<file path="src/design/fbba_ram.sv">
// ----------------------------------------------------------------------------
// fbba_ram: generic single-port RAM
// One read or write per cycle at one address, registered read data.
// ----------------------------------------------------------------------------
`default_nettype none

module fbba_ram #(
  parameter int WIDTH = 8,
  parameter int DEPTH = 16
) (
  input  logic                     clk,
  input  logic                     we,
  input  logic [$clog2(DEPTH)-1:0] addr,
  input  logic [WIDTH-1:0]         wdata,
  output logic [WIDTH-1:0]         rdata
);

  logic [WIDTH-1:0] mem [DEPTH];

  always_ff @(posedge clk) begin
    if (we) begin
      mem[addr] <= wdata;
    end
    rdata <= mem[addr];
  end

endmodule

`default_nettype wire

</file>
<file path="config.mk">
export PLATFORM = sky130hd
export DESIGN_NAME = fbba_ram
export DESIGN_NICKNAME = d
export VERILOG_FILES = /design/src/design/fbba_ram.sv
export SDC_FILE = /design/constraint.sdc
export NUM_CORES = 1
export LEC_CHECK = 0
export ABC_CLOCK_PERIOD_IN_PS = 1600
export BUFFER_PORTS_ARGS = -buffer_cell sky130_fd_sc_hd__buf_2
export CORE_MARGIN = 1
export CORE_UTILIZATION = 35
export CTS_CLUSTER_DIAMETER = 30
export CTS_CLUSTER_SIZE = 14
export DETAILED_ROUTE_END_ITERATION = 12
export PLACE_DENSITY = 0.52
export SLEW_MARGIN = 20
export SYNTH_ARGS = -nofsm -noshare
export SYNTH_HDL_FRONTEND = slang
export SYNTH_SLANG_ARGS = --single-unit
export TNS_END_PERCENT = 1
</file>
<file path="constraint.sdc">
create_clock -name clk -period 1.6 [get_ports clk]
set_input_delay 0 -clock clk [delete_from_list [all_inputs] [get_ports clk]]
set_output_delay 0 -clock clk [all_outputs]
set_load 0.005 [all_outputs]
</file>
==> results.sh <==
export IMPL_fmax_ghz=0.7112
export IMPL_maxCapViolCount=0
export IMPL_synth_fp_nets=244
export IMPL_coreArea_um2=13990
export IMPL_placementRows=43
export IMPL_rsz0062_at_grt="false"
export IMPL_firstDrtPassIters=4
export IMPL_via_count=2374
export IMPL_io_pins=22
export IMPL_clock_latency_ns=0.40
export IMPL_die_x_um=122.3
export IMPL_finalCriticalPeriod_ns=1.406
export IMPL_gp_congestion=0.7405
export IMPL_hold_violations=0
export IMPL_synthArstFlopShare_pct=0
export IMPL_clk_path_buf_depth=2
export IMPL_synth_common_cells="edfxtp_1, mux4_2, a22oi_1"
export IMPL_syn_area_um2=5067
export IMPL_synth_top_area_share_pct=75.85
export IMPL_drt_wirelength_per_cell_um=21.26
export IMPL_post_cts_buffers=0
export IMPL_cts_made_buffers=17
export IMPL_regArea_um2=4004
export IMPL_via_per_inst=4.895
export IMPL_hold_depth=1
export IMPL_synth_area_leader_cell="edfxtp_1"
export IMPL_grt_pass1_vias=2553
export IMPL_power_density_nw_per_um2=1336
export IMPL_track_usage_pct=15.43
export IMPL_htreeDepth=4
export IMPL_synth_most_common_cell="edfxtp_1"
export IMPL_io_buffers=21
export IMPL_hpwl_um=6886
export IMPL_final_setup_tns_ns=0
export IMPL_setup_violations=0
export IMPL_yosys_cell_types_count=18
export IMPL_path_clk_slew_ns=0.06
export IMPL_slew_headroom_pct=76.20
export IMPL_area_delta_synth_final_pct=22.96
export IMPL_antenna_cells=0
export IMPL_cts_hold_buf=3
export IMPL_antenna_found_initial=0
export IMPL_cts_tree="yes"
export IMPL_drt_iter0_drc=201
export IMPL_drive_gt1_share_pct=37.05
export IMPL_fin_crit_sh_pct=87.88
export IMPL_cp_end_kind="flip-flop"
export IMPL_path_class="flip-flop to flip-flop"
export IMPL_worst_path_max_fanout=1
export IMPL_fillCellCount=1239
export IMPL_dieArea_um2=14960
export IMPL_multi_input_area_um2=1003
export IMPL_cts_sinks=136
export IMPL_worstPathRequired_ns=1.88
export IMPL_outcome="finished, final reports clean"
export IMPL_final_core_util_pct=44.54
export IMPL_synth_main_ff_cell="edfxtp_1"
export IMPL_drcViolationCount=0
export IMPL_max_slew_worst_pin_slew_ns=0.3570
export IMPL_root_buffer="clkbuf_16"
export IMPL_rr_worst_depth=3
export IMPL_synth_avg_cell_area_um2=22.03
export IMPL_synth_seq_area_share_pct=79.01
export IMPL_grt_pass1_wl_um=15870
export IMPL_yosysWarnings=0
export IMPL_postSynthCellCount=230
export IMPL_arrival_ns=1.69
export IMPL_synth_area_top_cells="edfxtp_1, mux4_2, dfxtp_1"
export IMPL_hold_class="input port to flip-flop"
export IMPL_ant_nets=0
export IMPL_drv_slew=0
export IMPL_fin_skew_ns=0.004270
export IMPL_p_leak_nw=2.098
export IMPL_cts_resized=0
export IMPL_start_util_pct=36.23
export IMPL_synth_edf_count=128
export IMPL_finalNetCount=306
export IMPL_ys_ff_latch=136
export IMPL_drt_wl_total_um=10310
export IMPL_gr_total_overflow=0
export IMPL_grt_max_degree=17
export IMPL_holdWs_ns=0.006642
export IMPL_cp_start_kind="flip-flop"
export IMPL_die_h_um=122.3
export IMPL_vdd_drop_max_mv=0.7677
[metrics by stage]
stage	std cells	instance area (um^2)	setup WS (ns)	total power, mW
6_report	485	6231	0.1939	8.323
5_1_grt	485	6231	0.1652	8.599
4_1_cts	485	6231	0.1566	8.418
3_5_place_dp	450	5600	0.1209	4.493
3_3_place_gp	450	5600	0.09891	4.490
2_1_floorplan	230	5067	0.1070	4.282
[path summary, 6_finish.rpt]
check / start / endpoint / slack [ns]
worst max-delay path: mem[11][7] / rdata[7] / 0.19
worst min-delay path: wdata[3] / mem[12][3] / 0.007
worst max register to register: mem[11][7] / rdata[7] / 0.19
worst min register to register: mem[15][3] / rdata[3] / 0.68
[cell usage in the layout, fill, tap and decap left out, drive strengths merged]
cell,count
nand3b,2
buf,51
dfxtp,8
nor2,13
mux4,32
nor3,4
clkinv,5
a22oi,16
bufinv,3
dlygate4sd3,3
and2,1
nand2,9
nand3,1
or3b,1
clkinvlp,1
nand2b,2
edfxtp,128
nor2b,2
clkbuf,23
[critical path, cell delays in order, from the launching register on]
cell and delay, ns:
edfxtp_1 0.36, mux4_2 0.49, a22oi_1 0.34, nand2_1 0.08
[sequential cells by signal (all words and copies together), names as in the netlist]
register,flops
mem,128
rdata,8
[routing by layer]
metal | routed length (um) | track usage (%) | vias up | part of all wire, %
met3 | 335 | 3.764 | 9 | 3.2
met2 | 5101 | 23.88 | 43 | 49
met4 | 124 | 5.716 | 0 | 1.2
li1 | - | - | 1088 | -
met5 | 0 | 0 | - | 0
met1 | 4750 | 21.13 | 1234 | 46
[power by group]
| group | internal (mW) | total (mW) | switching, mW |
|---|---|---|---|
| Sequential | 3.99 | 4.01 | 0.0254 |
| Combinational | 0.180 | 0.405 | 0.224 |
| Clock | 2.56 | 3.91 | 1.35 |
| Total | 6.73 | 8.32 | 1.60 |
[cell type report]
class	instances	area share [%]
sequential	136	64.26
multi-input combinational	83	16.10
clock buffer	23	7.671
timing repair buffer	54	6.386
tap	180	3.614
clock inverter	9	1.968
[cells by family (layout without fill, tap and decap cells)]
logic type | after synthesis | in the layout | synth area share, %
buffers and inverters | 11 | 86 | 1.185
flip-flops | 136 | 136 | 79.01
AO/OA/AOI/OAI | 16 | 16 | 2.370
multiplexers | 32 | 32 | 14.22
AND/OR/NAND/NOR | 35 | 35 | 3.210
(Power assumes the default switching activity.)
