===== src/design/fbba_pkg.sv =====
// ----------------------------------------------------------------------------
// fbba_pkg: shared types and constants of the best-fit block allocator
// Heap geometry, field layouts of request and result, block tag format.
// ----------------------------------------------------------------------------
`default_nettype none

package fbba_pkg;

  // heap geometry
  localparam int PAGE_BYTES     = 4096;
  localparam int MAX_PAGES      = 4;
  localparam int SPLINTER_LIMIT = 32;
  localparam int GRAN_BYTES     = 16;
  localparam int MAX_REQUEST    = 16368;

  localparam int PAGE_G = PAGE_BYTES / GRAN_BYTES;
  localparam int HEAP_G = PAGE_G * MAX_PAGES;
  localparam int AW     = $clog2(HEAP_G);
  localparam int CW     = AW + 1;
  localparam int PW     = $clog2(MAX_PAGES + 1);
  localparam int SPL_G  = (SPLINTER_LIMIT + GRAN_BYTES - 1) / GRAN_BYTES;
  localparam int SRW    = $clog2(SPL_G + 1);

  // operation and status codes
  localparam logic       OP_ALLOC = 1'b0;
  localparam logic       OP_FREE  = 1'b1;
  localparam logic [1:0] ST_OK    = 2'd0;
  localparam logic [1:0] ST_INVAL = 2'd1;
  localparam logic [1:0] ST_OOM   = 2'd2;

  typedef struct packed {
    logic        operation;
    logic [13:0] request_size;
    logic [15:0] block_address;
  } in_item_t;

  typedef struct packed {
    logic [1:0]  status;
    logic [13:0] payload_address;
    logic [14:0] block_bytes;
    logic [3:0]  padding_bytes;
    logic [4:0]  splinter_bytes;
  } out_item_t;

  // boundary tag kept in header and footer stores
  typedef struct packed {
    logic [CW-1:0] size;
    logic          spl;
    logic          alloc;
  } entry_t;

  localparam int ENTRY_W = $bits(entry_t);

  // one port request to a tag store
  typedef struct packed {
    logic          we;
    logic [AW-1:0] addr;
    entry_t        wdata;
  } mem_req_t;

endpackage

`default_nettype wire


===== src/design/fbba_out_reg.sv =====
// ----------------------------------------------------------------------------
// fbba_out_reg: result output register
// Holds one result until the downstream side takes the transfer.
// ----------------------------------------------------------------------------
`default_nettype none

module fbba_out_reg (
  input  logic               clk,
  input  logic               rst,
  input  logic               load,
  input  fbba_pkg::out_item_t din,
  input  logic               stall,
  output logic               valid,
  output fbba_pkg::out_item_t dout,
  output logic               ready
);
  import fbba_pkg::*;

  // free when empty or when the held result leaves this cycle
  assign ready = !valid || !stall;

  always_ff @(posedge clk) begin
    if (rst) begin
      valid <= 1'b0;
    end else if (load) begin
      valid <= 1'b1;
    end else if (!stall) begin
      valid <= 1'b0;
    end
    if (load) begin
      dout <= din;
    end
  end

endmodule

`default_nettype wire


===== config.mk =====
export PLATFORM = sky130hd
export DESIGN_NAME = fbba_out_reg
export DESIGN_NICKNAME = d
export VERILOG_FILES = /design/src/design/fbba_pkg.sv /design/src/design/fbba_out_reg.sv
export SDC_FILE = /design/constraint.sdc
export NUM_CORES = 1
export LEC_CHECK = 0
export ABC_CLOCK_PERIOD_IN_PS = 800
export BUFFER_PORTS_ARGS = -buffer_cell sky130_fd_sc_hd__buf_2
export CAP_MARGIN = 0
export CORE_AREA = 2 2 66 56
export DETAILED_ROUTE_END_ITERATION = 10
export DIE_AREA = 0 0 68 58
export PLACE_DENSITY = 0.77
export SLEW_MARGIN = 10
export SYNTH_ARGS = -nofsm -noshare
export SYNTH_HDL_FRONTEND = slang
export SYNTH_SLANG_ARGS = --single-unit

===== constraint.sdc =====
create_clock -name clk -period 0.8 [get_ports clk]
set_input_delay 0.16 -clock clk [delete_from_list [all_inputs] [get_ports clk]]
set_output_delay 0.16 -clock clk [all_outputs]
set_load 0.02 [all_outputs]

==> flow_metrics.env, run 1 <==
export IMPL_critPathMaxFanout=3
export IMPL_drive_above_1_share_pct=70.21
export IMPL_place_congestion=0.6693
export IMPL_dp_cells=174
export IMPL_cp_start_kind="flip-flop"
export IMPL_nets=184
export IMPL_drt_first_pass_iters=5
export IMPL_yosys_area_top_type_share_pct=97.36
export IMPL_drv_slew=0
export IMPL_fin_crit_sh_pct=126.6
export IMPL_worstRegToRegCells=3
export IMPL_min_to="valid$_SDFFE_PP0P_"
export IMPL_violations="negative setup slack"
export IMPL_r2r_slack_ns=0.03
export IMPL_drc=0
export IMPL_syn_nets=88
export IMPL_diodes=0
export IMPL_critPathKind="flip-flop to output port"
export IMPL_clockRootBuffer="clkbuf_8"
export IMPL_grt_pass1_vias=798
export IMPL_setup_viol=42
export IMPL_drv_cap=0
export IMPL_clock_tree_htree_level_count=2
export IMPL_syn_avg_cell_area_um2=28.04
export IMPL_hp_class="input port to flip-flop"
export IMPL_syn_area_um2=1234
export IMPL_overflow=0
export IMPL_drt_iter0_markers=13
export IMPL_cts_path_max_buffers=2
export IMPL_seq_area_frac_synth_pct=98.99
export IMPL_fmax_mhz=987.4
export IMPL_grt_usage_pct=14.68
export IMPL_insertion_delay_ns=0.29
export IMPL_grt_pass1_wl_mm=3.926
export IMPL_power_density_nw_per_um2=2268
export IMPL_yosysWarningCount=0
export IMPL_rsz0062_at_grt="true"
export IMPL_rr_endpoint="valid$_SDFFE_PP0P_"
export IMPL_wl_per_cell_um=15.84
export IMPL_yosys_area_top_type="edfxtp_1"
export IMPL_fin_area_um2=2037
export IMPL_vias=799
export IMPL_hold_depth=2
export IMPL_synth_cell_type_count=5
export IMPL_core_area_um2=3281
export IMPL_vdd_drop_max_uv=1687
export IMPL_fin_tns_setup_ns=-7.550
export IMPL_reg2reg_from="valid$_SDFFE_PP0P_"
export IMPL_dpl_cell_area_um2=1759
export IMPL_cts_sinks=41
export IMPL_die_area_um2=3944
export IMPL_hold_violations=0
export IMPL_cts_tree="yes"
export IMPL_io_pins=86
export IMPL_tightest_slew_ns=0.1373
export IMPL_hp_start="rst"
export IMPL_antenna_found_initial=0
export IMPL_synth_area_leaders="edfxtp_1, dfxtp_1, a21oi_1, nand2_1, nor2_1"
export IMPL_yosys_register_bits=41
export IMPL_antenna_left=0
export IMPL_vias_per_cell=4.366
export IMPL_worstPathRequired_ns=0.64
export IMPL_holdWs_ns=0.01156
export IMPL_initial_core_util_pct=37.60
export IMPL_clkTransAtPathRegs_ns=0.08
export IMPL_grt_max_degree=24
export IMPL_leakage_uw=0.0008642
export IMPL_maxSlewHeadroom_pct=90.85
export IMPL_finalWorstSetupSlack_ns=-0.2127
export IMPL_fin_skew_ns=0
export IMPL_num_rows=19
export IMPL_wl_mm=2.899
export IMPL_syn_to_final_growth_pct=65.11
export IMPL_run_status="finished, violations left"
export IMPL_cts_made_buffers=5
export IMPL_die_w_um=68
export IMPL_critPathArrivalTime_ns=0.85
export IMPL_port_buffers=85
export IMPL_critPathCaptureType="output port"
export IMPL_synthCells=44
export IMPL_finalCriticalPeriod_ns=1.013
export IMPL_die_h_um=58
export IMPL_layout_cells_non_filler=183
-- synth_stat cells --
library cell / count
edfxtp_1: 40
a21oi_1: 1
dfxtp_1: 1
nand2_1: 1
nor2_1: 1
-- worst max-delay path, stage by stage (launching register included) --
cell and delay (ns):
dfxtp_2 0.37, nand2_2 0.07, buf_6 0.13
-- metrics by stage --
stage / total power, µW / utilization (%) / setup slack, ns
CTS: 4590 / 59.34 / -0.2314
global route: 4800 / 62.09 / -0.2597
floorplan: 2865 / - / 0.01604
finish: 4619 / 62.09 / -0.2127
global placement: 3170 / 53.62 / 0.01280
detailed placement: 3193 / 53.62 / -0.006351
-- repair_timing --
item,CTS,global route
buffers inserted,1,0
gates cloned,0,0
endpoints found under the setup margin,42,42
resized for setup,29,29
hold buffers,0,0
-- kinds of logic after synthesis --
kind of cell    share of synthesized area (%)
compound gates                         0.4053
flops                                   98.99
simple gates                           0.6079
-- power breakdown --
part | switching [µW] | internal (µW) | total [µW]
Clock | 704 | 611 | 1310
Sequential | 70.1 | 2540 | 2610
Combinational | 356 | 333 | 689
Total | 1130 | 3490 | 4620
-- flip-flops by register name, summed over array words and instances (netlist names) --
| register | flops |
|---|---|
| dout | 40 |
| valid | 1 |
-- how the worst max path moves through the flow --
stage	start	endpoint	cells past startpoint
finish	valid$_SDFFE_PP0P_	ready	2
global route	dout[19]$_DFFE_PP_	dout[19]	1
CTS	dout[21]$_DFFE_PP_	dout[21]	1
detailed placement	load	dout[36]$_DFFE_PP_	2
global placement	load	dout[18]$_DFFE_PP_	2
floorplan	valid$_SDFFE_PP0P_	ready	1
-- layout by cell type, fill, tap and decap left out --
master      instances
clkinvlp_4          3
buf_12              2
a21oi_1             1
buf_4               2
nor2_1              1
dfxtp_2             1
buf_2              57
buf_6              28
clkbuf_8            5
nand2_2             1
edfxtp_1           40
-- final cells by class --
| type | count | area (µm²) |
|---|---|---|
| Clock inverter | 3 | 22.52 |
| Fill cell | 235 | 1244 |
| Tap cell | 42 | 52.55 |
| Multi-Input combinational cell | 3 | 15.01 |
| Clock buffer | 5 | 68.82 |
| Timing Repair Buffer | 89 | 655.6 |
| Sequential cell | 41 | 1222 |
-- per-layer routing --
layer / GRT usage [%] / share of wire (%) / up-vias
li1: - / - / 368
met1: 15.95 / 32 / 377
met2: 22.19 / 54 / 52
met3: 10.87 / 14 / 2
met4: 5.143 / 0.45 / 0
met5: 0 / 0 / -
No activity file was read; power rests on OpenSTA's default activity.
==> inputs of run 2 (changes only) <==
--- a/config.mk
+++ b/config.mk
@@ -5,13 +5,15 @@
 export SDC_FILE = /design/constraint.sdc
 export NUM_CORES = 1
 export LEC_CHECK = 0
+export ABC_AREA = 1
 export ABC_CLOCK_PERIOD_IN_PS = 800
 export BUFFER_PORTS_ARGS = -buffer_cell sky130_fd_sc_hd__buf_2
 export CAP_MARGIN = 0
-export CORE_AREA = 2 2 66 56
+export CORE_AREA = 2 2 64 54
+export CTS_BUF_LIST = sky130_fd_sc_hd__clkbuf_8
 export DETAILED_ROUTE_END_ITERATION = 10
-export DIE_AREA = 0 0 68 58
-export PLACE_DENSITY = 0.77
+export DIE_AREA = 0 0 66 56
+export PLACE_DENSITY = 0.82
 export SLEW_MARGIN = 10
 export SYNTH_ARGS = -nofsm -noshare
 export SYNTH_HDL_FRONTEND = slang
==> run 2 against run 1 <==
Compared with the run above:
- the run still ends with negative setup slack left
- cell area unchanged
- sequential share of layout area up 0.12 points
- clock power about the same
- synthesized cell count unchanged
- count of clock-buffer cells in the layout unchanged
- first-iteration DRC count up 69%
- largest power group unchanged
==> flow_metrics.env, run 2 <==
export IMPL_yosys_register_bits=41
export IMPL_yosysMostFrequentCell="edfxtp_1"
export IMPL_synth_async_sr_flop_share_pct=0
export IMPL_critPathCaptureType="output port"
export IMPL_initial_core_util_pct=41.09
export IMPL_drt_iter0_markers=22
export IMPL_run_status="finished, violations left"
export IMPL_wl_per_cell_um=15.14
export IMPL_finalCriticalPeriod_ns=1.041
export IMPL_min_to="valid$_SDFFE_PP0P_"
export IMPL_drv_slew=0
export IMPL_maxSlewHeadroom_pct=91.51
export IMPL_worstPathRequired_ns=0.64
export IMPL_layout_commonest_cell="buf_2"
export IMPL_critPathMaxStageDelay_ns=0.43
export IMPL_crit_slowest_cell="edfxtp_1"
export IMPL_yosysWarningCount=0
export IMPL_critPathArrivalTime_ns=0.88
export IMPL_hp_start="rst"
export IMPL_regMostFlops="dout"
export IMPL_overflow=0
export IMPL_timing_critical_path_buf_inv=1
export IMPL_die_h_um=56
export IMPL_insertion_delay_ns=0.28
export IMPL_hp_class="input port to flip-flop"
export IMPL_grt_max_degree=23
export IMPL_num_rows=18
export IMPL_diodes=0
export IMPL_syn_area_um2=1240
export IMPL_path_cells="buf_6"
export IMPL_place_congestion=0.6543
export IMPL_clkTransAtPathRegs_ns=0.08
export IMPL_reg2reg_from="valid$_SDFFE_PP0P_"
export IMPL_cts_tree="yes"
export IMPL_yosys_area_top_type_share_pct=96.87
export IMPL_leakage_uw=0.0008782
export IMPL_hold_depth=2
export IMPL_post_cts_setup_buffers=0
export IMPL_drc=0
export IMPL_n_fill_cell=210
export IMPL_critPathKind="flip-flop to output port"
export IMPL_tightest_slew_ns=0.1274
export IMPL_drv_cap=0
export IMPL_vias_per_cell=4.307
export IMPL_setup_viol=42
export IMPL_largest_reg_flops=40
export IMPL_r2r_slack_ns=0.17
export IMPL_most_common_layout_cells="buf_2, edfxtp_1, buf_6, clkbuf_8"
export IMPL_holdWs_ns=0.03225
export IMPL_syn_avg_cell_area_um2=28.18
export IMPL_clock_tree_htree_level_count=2
export IMPL_cts_sinks=41
export IMPL_syn_nets=88
export IMPL_reg_top3="dout x40, valid x1"
export IMPL_syn_to_final_growth_pct=64.28
export IMPL_wl_mm=2.710
export IMPL_synthCells=44
export IMPL_grt_pass1_vias=802
export IMPL_antenna_left=0
export IMPL_fin_skew_ns=0
export IMPL_core_area_um2=3018
export IMPL_vias=771
export IMPL_dp_hpwl_mm=1.862
export IMPL_grt_pass1_wl_mm=3.650
export IMPL_finalWorstSetupSlack_ns=-0.2413
export IMPL_fin_crit_sh_pct=130.2
export IMPL_synth_edf_count=40
export IMPL_worstRegToRegCells=2
export IMPL_cts_path_max_buffers=2
export IMPL_clockRootBuffer="clkbuf_8"
export IMPL_vdd_drop_max_uv=1508
export IMPL_synth_area_leaders="edfxtp_1, dfxtp_1, a21oi_2, nand2_2, inv_1"
export IMPL_die_area_um2=3696
export IMPL_cp_start_kind="flip-flop"
export IMPL_critPathMaxFanout=1
export IMPL_fin_tns_setup_ns=-7.411
export IMPL_grt_usage_pct=14.24
export IMPL_ys_flop_type="edfxtp_1"
export IMPL_path_delay_family="flip-flops"
export IMPL_rr_endpoint="valid$_SDFFE_PP0P_"
export IMPL_cts_made_buffers=5
export IMPL_seq_area_frac_synth_pct=98.49
export IMPL_power_density_nw_per_um2=2260
export IMPL_drive_above_1_share_pct=70.50
export IMPL_antenna_found_initial=0
export IMPL_drt_first_pass_iters=4
export IMPL_io_pins=86
export IMPL_violations="negative setup slack"
export IMPL_hold_violations=0
export IMPL_nets=182
export IMPL_port_buffers=85
export IMPL_die_w_um=66
export IMPL_rsz0062_at_grt="true"
export IMPL_yosys_area_top_type="edfxtp_1"
export IMPL_fmax_mhz=960.3
export IMPL_synth_cell_type_count=5
export IMPL_yosys_top_cells_count="edfxtp_1, a21oi_2, dfxtp_1, inv_1, nand2_2"
-- run 2: cell count changes after synthesis, sizes merged --
cell / previous run / this run
inv: 0 / 1
nor2: 1 / 0
-- run 2: area by class of cell --
class                   count  area, µm²  share of cell area (%)
inverters                   1      3.754                  0.1843
multi-input cells           2      20.02                  0.9828
repair buffers             87      646.9                   31.76
clock inverters             3      22.52                   1.106
clock buffers               5      68.82                   3.378
well taps                  40      50.05                   2.457
flip-flops and latches     41       1225                   60.14
-- run 2: cell families after synthesis --
group                  synth area share, %
flip-flops                           98.49
AND/OR/NAND/NOR                     0.5049
AO/OA/AOI/OAI                       0.7065
buffers and inverters               0.3024
-- run 2: repair_timing --
item / CTS / global route
hold endpoints to repair: 0 / 0
gates resized for setup: 21 / 40
setup endpoints to repair: 42 / 42
hold buffers: 0 / 0
-- run 2: power breakdown --
| part | switching, µW | internal [µW] |
|---|---|---|
| logic | 355 | 333 |
| clock network | 685 | 618 |
| registers | 69.8 | 2540 |
| total | 1110 | 3490 |
-- run 2: metrics by stage --
step / std cells / setup WS (ns) / instance area [µm²] / util (%) / total power [µW]
2_1_floorplan: 44 / 0.02559 / 1240 / - / 2867
3_3_place_gp: 171 / 0.02536 / 1755 / 58.17 / 3166
3_5_place_dp: 171 / 0.009402 / 1755 / 58.17 / 3185
4_1_cts: 179 / -0.2263 / 1911 / 63.31 / 4521
5_1_grt: 179 / -0.2596 / 2037 / 67.50 / 4758
6_report: 179 / -0.2413 / 2037 / 67.50 / 4603
-- run 2: routing by layer --
layer  GRT usage [%]  vias to the layer above  routed length (µm)
li1                -                      359                   -
met3           9.919                        2                 359
met5               0                        -                   0
met4           5.248                        0                  16
met2           23.95                       55                1428
met1           13.40                      355                 905
-- run 2: worst max path at each step --
stage                            start            endpoint  cells after the start
floorplan           valid$_SDFFE_PP0P_  valid$_SDFFE_PP0P_                      2
global placement                  load  dout[18]$_DFFE_PP_                      2
detailed placement                load  dout[27]$_DFFE_PP_                      2
CTS                 dout[39]$_DFFE_PP_            dout[39]                      1
global route        dout[39]$_DFFE_PP_            dout[39]                      1
finish              dout[39]$_DFFE_PP_            dout[39]                      1
